$ cat src/tbdd_pkg.sv
// tbdd_pkg: shared types and constants for the two-beam direction detector
// mode encoding, event codes, register indexes and register reset values
// no dependencies
package tbdd_pkg;

	localparam int unsigned TICK_W  = 16;
	localparam int unsigned ELAPSED_W = 17;
	localparam int unsigned EVENT_W = 2;
	localparam int unsigned PADDR_W = 3;
	localparam int unsigned PDATA_W = 32;

	localparam logic [ELAPSED_W-1:0] ELAPSED_MAX = '1;

	localparam logic [TICK_W-1:0] TIMEOUT_RESET   = 16'd2000;
	localparam logic [TICK_W-1:0] CLEARANCE_RESET = 16'd300;

	typedef enum logic [1:0] {
		MODE_IDLE        = 2'd0,
		MODE_ARMED_OUTER = 2'd1,
		MODE_ARMED_INNER = 2'd2,
		MODE_LOCKED      = 2'd3
	} mode_t;

	typedef enum logic [EVENT_W-1:0] {
		EVENT_NONE    = 2'd0,
		EVENT_OPENING = 2'd1,
		EVENT_CLOSING = 2'd2
	} event_t;

	typedef enum logic {
		REG_TIMEOUT   = 1'b0,
		REG_CLEARANCE = 1'b1
	} reg_idx_t;

endpackage

$ cat src/two_beam_direction_detector.sv
// two_beam_direction_detector: top level, apb register file and tick processing
// depends on tbdd_pkg
//
// usage:
//   input channel (in_valid/in_ready, outer_seen, inner_seen) takes one sampled
//   pair of beam levels per tick; each transaction yields exactly one result
//   transaction on the output channel (out_valid/out_ready, direction_event,
//   sequence_timed_out, rearmed)
//   an accepted item is held in the input register, the state update runs in the
//   logic between the input register and the result register, and the result is
//   offered from the result register
//   throughput is one item per cycle while the receiver does not stall
//   the result register and the input register form a two-entry pipe: while
//   the receiver stalls, one more item is taken and then in_ready drops
//   the user must write timeout_ticks (address 0) and clearance_ticks (address 4)
//   over the apb port while the block is idle (unenforced), pready is always high
//   reset clears the pipe, puts the detector in idle with a zero elapsed count
//   and loads the registers with 2000 and 300 ticks
module two_beam_direction_detector
	import tbdd_pkg::*;
(
	input  logic               clk,
	input  logic               arst_n,
	input  logic               psel,
	input  logic               penable,
	input  logic               pwrite,
	input  logic [PADDR_W-1:0] paddr,
	input  logic [PDATA_W-1:0] pwdata,
	output logic [PDATA_W-1:0] prdata,
	output logic               pready,
	input  logic               in_valid,
	output logic               in_ready,
	input  logic               outer_seen,
	input  logic               inner_seen,
	output logic               out_valid,
	input  logic               out_ready,
	output logic [EVENT_W-1:0] direction_event,
	output logic               sequence_timed_out,
	output logic               rearmed
);

	logic [TICK_W-1:0]    timeout_q;
	logic [TICK_W-1:0]    clearance_q;
	mode_t                mode_q;
	mode_t                mode_d;
	logic [ELAPSED_W-1:0] elapsed_q;
	logic [ELAPSED_W-1:0] elapsed_d;
	logic [ELAPSED_W-1:0] elapsed_adv;

	logic    valid_s1;
	logic    outer_s1;
	logic    inner_s1;
	logic    advance_s1;
	logic    valid_s2;
	event_t  event_d;
	logic    timed_out_d;
	logic    rearmed_d;
	event_t  event_s2;
	logic    timed_out_s2;
	logic    rearmed_s2;
	reg_idx_t reg_sel;
	logic    wr_en;

	// register file
	assign pready  = 1'b1;
	assign reg_sel = reg_idx_t'(paddr[2]);
	assign wr_en   = psel & penable & pwrite;

	always_ff @(posedge clk or negedge arst_n) begin
		if (!arst_n) begin
			timeout_q   <= TIMEOUT_RESET;
			clearance_q <= CLEARANCE_RESET;
		end else if (wr_en) begin
			unique case (reg_sel)
				REG_TIMEOUT:   timeout_q   <= pwdata[TICK_W-1:0];
				REG_CLEARANCE: clearance_q <= pwdata[TICK_W-1:0];
				default:       timeout_q   <= timeout_q;
			endcase
		end
	end

	always_comb begin
		unique case (reg_sel)
			REG_TIMEOUT:   prdata = {{(PDATA_W-TICK_W){1'b0}}, timeout_q};
			REG_CLEARANCE: prdata = {{(PDATA_W-TICK_W){1'b0}}, clearance_q};
			default:       prdata = '0;
		endcase
	end

	// pipe control
	assign advance_s1 = valid_s1 & (~valid_s2 | out_ready);
	assign in_ready   = ~valid_s1 | advance_s1;

	always_ff @(posedge clk or negedge arst_n) begin
		if (!arst_n) begin
			valid_s1 <= 1'b0;
		end else if (in_ready) begin
			valid_s1 <= in_valid;
		end
	end

	always_ff @(posedge clk) begin
		if (in_valid && in_ready) begin
			outer_s1 <= outer_seen;
			inner_s1 <= inner_seen;
		end
	end

	// tick state update
	assign elapsed_adv = (elapsed_q == ELAPSED_MAX) ? ELAPSED_MAX : elapsed_q + 1'b1;

	always_comb begin
		mode_d      = mode_q;
		elapsed_d   = elapsed_q;
		event_d     = EVENT_NONE;
		timed_out_d = 1'b0;
		rearmed_d   = 1'b0;
		unique case (mode_q)
			MODE_LOCKED: begin
				if (outer_s1 || inner_s1) begin
					elapsed_d = '0;
				end else begin
					elapsed_d = elapsed_adv;
					if (elapsed_adv > {1'b0, clearance_q}) begin
						mode_d    = MODE_IDLE;
						rearmed_d = 1'b1;
					end
				end
			end
			MODE_IDLE: begin
				if (outer_s1 && !inner_s1) begin
					mode_d    = MODE_ARMED_OUTER;
					elapsed_d = '0;
				end else if (inner_s1 && !outer_s1) begin
					mode_d    = MODE_ARMED_INNER;
					elapsed_d = '0;
				end
			end
			MODE_ARMED_OUTER, MODE_ARMED_INNER: begin
				elapsed_d = elapsed_adv;
				priority if (elapsed_adv > {1'b0, timeout_q}) begin
					mode_d      = MODE_IDLE;
					timed_out_d = 1'b1;
				end else if (mode_q == MODE_ARMED_OUTER && inner_s1) begin
					event_d   = EVENT_OPENING;
					mode_d    = MODE_LOCKED;
					elapsed_d = '0;
				end else if (mode_q == MODE_ARMED_INNER && outer_s1) begin
					event_d   = EVENT_CLOSING;
					mode_d    = MODE_LOCKED;
					elapsed_d = '0;
				end else begin
					mode_d = mode_q;
				end
			end
			default: mode_d = MODE_IDLE;
		endcase
	end

	always_ff @(posedge clk or negedge arst_n) begin
		if (!arst_n) begin
			mode_q    <= MODE_IDLE;
			elapsed_q <= '0;
		end else if (advance_s1) begin
			mode_q    <= mode_d;
			elapsed_q <= elapsed_d;
		end
	end

	// result register
	always_ff @(posedge clk or negedge arst_n) begin
		if (!arst_n) begin
			valid_s2 <= 1'b0;
		end else if (advance_s1) begin
			valid_s2 <= 1'b1;
		end else if (out_ready) begin
			valid_s2 <= 1'b0;
		end
	end

	always_ff @(posedge clk) begin
		if (advance_s1) begin
			event_s2     <= event_d;
			timed_out_s2 <= timed_out_d;
			rearmed_s2   <= rearmed_d;
		end
	end

	assign out_valid          = valid_s2;
	assign direction_event    = event_s2;
	assign sequence_timed_out = timed_out_s2;
	assign rearmed            = rearmed_s2;

endmodule

$ cat config.mk
export PLATFORM = sky130hd
export DESIGN_NAME = two_beam_direction_detector
export DESIGN_NICKNAME = d
export VERILOG_FILES = /design/src/tbdd_pkg.sv /design/src/two_beam_direction_detector.sv
export SDC_FILE = /design/constraint.sdc
export NUM_CORES = 1
export LEC_CHECK = 0
export BUFFER_PORTS_ARGS = -buffer_cell sky130_fd_sc_hd__buf_2
export CORE_UTILIZATION = 50
export CTS_BUF_LIST = sky130_fd_sc_hd__clkbuf_16
export DETAILED_ROUTE_END_ITERATION = 6
export GPL_TIMING_DRIVEN = 1
export PLACE_DENSITY = 0.77
export REMOVE_ABC_BUFFERS = 1
export SETUP_SLACK_MARGIN = 0.15
export SLEW_MARGIN = 40
export SYNTH_ARGS = -nofsm -noshare
export SYNTH_HDL_FRONTEND = slang
export SYNTH_SLANG_ARGS = --single-unit
export TNS_END_PERCENT = 100
$ cat constraint.sdc
create_clock -name clk -period 3.1 [get_ports clk]
set_input_delay 0.31 -clock clk [delete_from_list [all_inputs] [get_ports clk]]
set_output_delay 0.31 -clock clk [all_outputs]
set_load 0.03 [all_outputs]
==> summary.md <==
| Metric | Value |
|---|---|
| Number of distinct standard cells referenced by the synthesized netlist | `49` |
| Area of the core region | `0.007727 sq mm` |
| Worst Path Max Fanout | `5` |
| Max transition margin | `51.75%` |
| Hold Vio Cnt, Final | `5` |
| FP Rows | `32` |
| Number of routed nets with antenna violations | `0` |
| Sequential cell area fraction in the yosys report | `38.20%` |
| Worst-Skew Late Latency | `340 ps` |
| Via Count | `3630` |
| Path category of the worst min-delay check | `in -> async` |
| Hold Worst Slack | `-18.08 ps` |
| Largest net degree at the start of global routing | `51` |
| Setup crit start kind | `register` |
| Final core utilization | `69.22%` |
| Setup-violating endpoint count in the final report | `23` |
| Number of sinks on the clock net | `59` |
| HPWL reported at the end of detailed placement | `6.952 mm` |
| Achievable clock frequency | `0.2983 GHz` |
| Number of max-cap violations | `0` |
| Category of the critical setup timing path | `reg -> reg` |
| Violations in the final reports | `hold timing, setup timing` |
| DP Worst Slack | `-385.1 ps` |
| VDD IR-drop max | `0.4078 mV` |
| CTS tree | `built` |
| PnR worst setup slack | `-252.4 ps` |
| Gate count after technology mapping | `419` |
| Count leader, synth | `sky130_fd_sc_hd__nand2_1` |
| Destination of the worst register-to-register timing path | `sequence_timed_out` |
| Yosys Warn Count | `0` |
| Cell type with the largest total area after synthesis | `sky130_fd_sc_hd__dfrtp_1` |
| Overall die height | `91.18 um` |
| Combined area of the multi-input logic cells | `0.002539 sq mm` |
| Number of global-route vias before repair | `3673` |
| Clock tree buffer depth | `2` |
| Crit path cell chain | `nand4_1 > buf_4 > nor3_4 > nand3_1 > xor2_2 > nand2_4 > ha_4 > and3_4 > nand3_2 > or4_4 > a21boi_4 > buf_6 > and2b_2` |
| Startpoint of the worst register-to-register path | `elapsed_q[11]` |
| Portion of total power attributed to combinational logic | `40.3%` |
| Clock transition time at the flip-flop clock pins of the worst setup and hold paths | `50 ps` |
| Initial Utilization | `51.46%` |
| Leakage power summed over all cells | `2.660 nW` |
| Root buf cell | `sky130_fd_sc_hd__clkbuf_16` |
| Number of synthesized flops with an enable pin | `6` |
| Vias per cell | `5.726` |
| Average footprint of a synthesized cell | `9.490 sq um` |
| Area of the die | `0.008313 sq mm` |
| P_int | `2.118 mW` |
| Placed cell areas | `0.004577 sq mm` |
| Slowest stage delay, CP | `440 ps` |
| Switching power summed over all nets | `1.315 mW` |
| Drt initial violations | `385` |
| Setup clock skew after layout | `9.776 ps` |
| WL final | `11.17 mm` |
| Required time at the worst-slack endpoint | `3190 ps` |
| Data arrival time of the critical path | `3440 ps` |
| Post-layout nets | `611` |
| Top cell type's share of synthesized area | `27.06%` |
| Residual DRC | `0` |
| Top cell family by delay on the critical path | `simple AND/OR/NAND/NOR gates` |
| Number of hold buffers added after cts | `0` |
| Fraction of the cycle the final worst path needs | `108.1%` |
| Synth top cells by count | `sky130_fd_sc_hd__nand2_1 (71), sky130_fd_sc_hd__dfrtp_1 (43), sky130_fd_sc_hd__inv_1 (41), sky130_fd_sc_hd__ha_1 (40), sky130_fd_sc_hd__mux2_2 (33)` |
| Number of inserted filler cells in the final layout | `504` |
| FFs w/ async S/R, synth | `89.83%` |
| Length in cells of the worst reg-to-reg path | `13` |
| Buffer and inverter count on the worst path | `2` |
| Top FF cell, synth | `sky130_fd_sc_hd__dfrtp_1` |
| Part of the power in registers | `30.1%` |
| Gpl congestion | `0.8625` |
| Flip-flop and latch count after synthesis | `59` |
| Most area-consuming cells after synthesis | `sky130_fd_sc_hd__dfrtp_1 (27%), sky130_fd_sc_hd__ha_1 (13%), sky130_fd_sc_hd__mux2_2 (9.3%)` |
| Inserted Diodes | `0` |
| TritonCTS Buffers | `9` |
| Number of antenna violations at the first check in global routing | `0` |
| Global-route wire length before repair | `17.68 mm` |
| Highest-delay cell along the critical path | `sky130_fd_sc_hd__or4_4` |
| Worst Setup End Kind | `register` |
| Netlist area before placement | `0.003976 sq mm` |
| Switching share of power | `38.30%` |
| Outcome | `finished, violations left` |
| Count of pins over their slew limit | `0` |
| Ratio of cells with drive above 1 in the final layout | `43.98%` |
| H-Tree Level Count | `3` |
| Overflow left after global routing | `0` |
| Die width | `91.18 um` |
| Finished layout cell area | `0.005349 sq mm` |
| Buffers on Ports | `47` |
| PD cells | `641.9 mW/mm^2` |
| Clock network fraction of design power | `29.5%` |
| I/O pin count | `83` |
| Number of search-and-repair iterations in the first detailed-routing pass | `5` |
| Synthesis-to-layout area growth | `34.52%` |
| Global Route Usage Sum | `27.63%` |
| Measured slew at the worst slew-check pin | `722.0 ps` |
| Final min period | `3352 ps` |
| Setup repair after global routing missed its margin | `true` |
| Sequential Area | `0.001519 sq mm` |
| Setup slack of the worst register-to-register path | `-250 ps` |
| Average wire per cell in the routed design | `17.62 um` |
placed cells by master, fill, tap and decap left out, types with 3 or more instances in the layout:
master,count
sky130_fd_sc_hd__and3_1,3
sky130_fd_sc_hd__clkbuf_16,10
sky130_fd_sc_hd__a211oi_2,3
sky130_fd_sc_hd__nor2_2,3
sky130_fd_sc_hd__mux2_2,33
sky130_fd_sc_hd__o21ai_2,14
sky130_fd_sc_hd__a21oi_1,11
sky130_fd_sc_hd__buf_4,56
sky130_fd_sc_hd__conb_1,17
sky130_fd_sc_hd__nor3_2,3
sky130_fd_sc_hd__dfrtp_1,43
sky130_fd_sc_hd__buf_2,46
sky130_fd_sc_hd__buf_6,5
sky130_fd_sc_hd__o21ai_1,6
sky130_fd_sc_hd__and2_1,4
sky130_fd_sc_hd__ha_1,32
sky130_fd_sc_hd__nand2b_1,7
sky130_fd_sc_hd__edfxtp_1,6
sky130_fd_sc_hd__nand2_1,63
sky130_fd_sc_hd__nor2_1,5
sky130_fd_sc_hd__o21ai_0,19
sky130_fd_sc_hd__nand2_4,7
sky130_fd_sc_hd__dfstp_2,10
sky130_fd_sc_hd__and3_4,4
sky130_fd_sc_hd__nand4_1,9
sky130_fd_sc_hd__ha_4,7
sky130_fd_sc_hd__xor2_2,3
sky130_fd_sc_hd__clkinv_2,3
sky130_fd_sc_hd__a21oi_2,5
sky130_fd_sc_hd__xnor2_1,6
sky130_fd_sc_hd__nand3_1,6
sky130_fd_sc_hd__inv_1,40
layer usage:
metal	GRT usage (%)	wire length, um
met1	32.38	4473
met2	45.52	5446
met3	7.454	703
met4	16.01	546
met5	0	0
power groups by stage:
stage          Sequential (mW)  Combinational, mW  Clock (mW)
6_report                  1.03               1.38        1.01
5_1_grt                   1.05               1.49        1.05
4_1_cts                   1.03               1.26        1.01
3_5_place_dp              1.04               1.13           0
3_3_place_gp              1.03               1.10           0
2_1_floorplan             1.03              0.767           0
cell type report:
type / count / area share (%)
multi-input combinational: 309 / 47.46
sequential: 59 / 28.40
timing repair buffer: 107 / 13.22
clock buffer: 10 / 4.678
inverter: 41 / 2.877
tap: 102 / 2.386
clock inverter: 6 / 0.9825
worst max path at each step:
stage             startpoint                 end  slack (ps)  depth (start not counted)
4_1_cts         elapsed_q[7]  sequence_timed_out         -60                         13
6_report       elapsed_q[11]  sequence_timed_out        -250                         13
3_5_place_dp    elapsed_q[0]        elapsed_q[4]        -390                         14
2_1_floorplan   elapsed_q[0]        elapsed_q[2]        -210                         13
5_1_grt         elapsed_q[0]  sequence_timed_out        -400                         14
3_3_place_gp    elapsed_q[0]        elapsed_q[2]        -380                         15
sequential cells by signal, indices dropped and copies added (netlist names):
register,flops
elapsed_q,17
clearance_q,16
timeout_q,16
direction_event,2
mode_q,2
inner_s1,1
out_valid,1
outer_s1,1
rearmed,1
sequence_timed_out,1
valid_s1,1
timing repair:
action,CTS,global route
setup endpoints to repair,23,23
gates resized for setup,61,18
gates cloned,1,1
buffers inserted,9,3
pin swaps,24,22
through the flow:
step / hold slack, ps / power [mW] / cells / setup TNS [ps]
global route: 37.13 / 3.592 / 634 / -7193
finish: -18.08 / 3.433 / 634 / -3695
CTS: 19.26 / 3.299 / 630 / -505.2
global placement: 486.1 / 2.124 / 604 / -7458
detailed placement: 372.1 / 2.170 / 604 / -7301
floorplan: 14.41 / 1.802 / 407 / -3508
cell families (layout without fill, tap and decap cells):
family / after synthesis / count (layout) / synth area share, %
xor+xnor: 11 / 11 / 2.423
fa+ha+maj: 40 / 40 / 12.59
compound gates: 73 / 75 / 11.96
mux: 35 / 35 / 9.849
simple gates: 131 / 131 / 16.36
buf+inv: 68 / 164 / 8.433
other cells: 2 / 17 / 0.1889
flops: 59 / 59 / 38.20
worst register-to-register path, delay by kind of cell (launching register included):
family | cells | cell delay [ps]
compound gates | 1 | 240
xor+xnor | 1 | 250
fa+ha+maj | 1 | 280
buf+inv | 2 | 370
flops | 1 | 340
simple gates | 8 | 1630
Power figures use the tool's default switching activity.
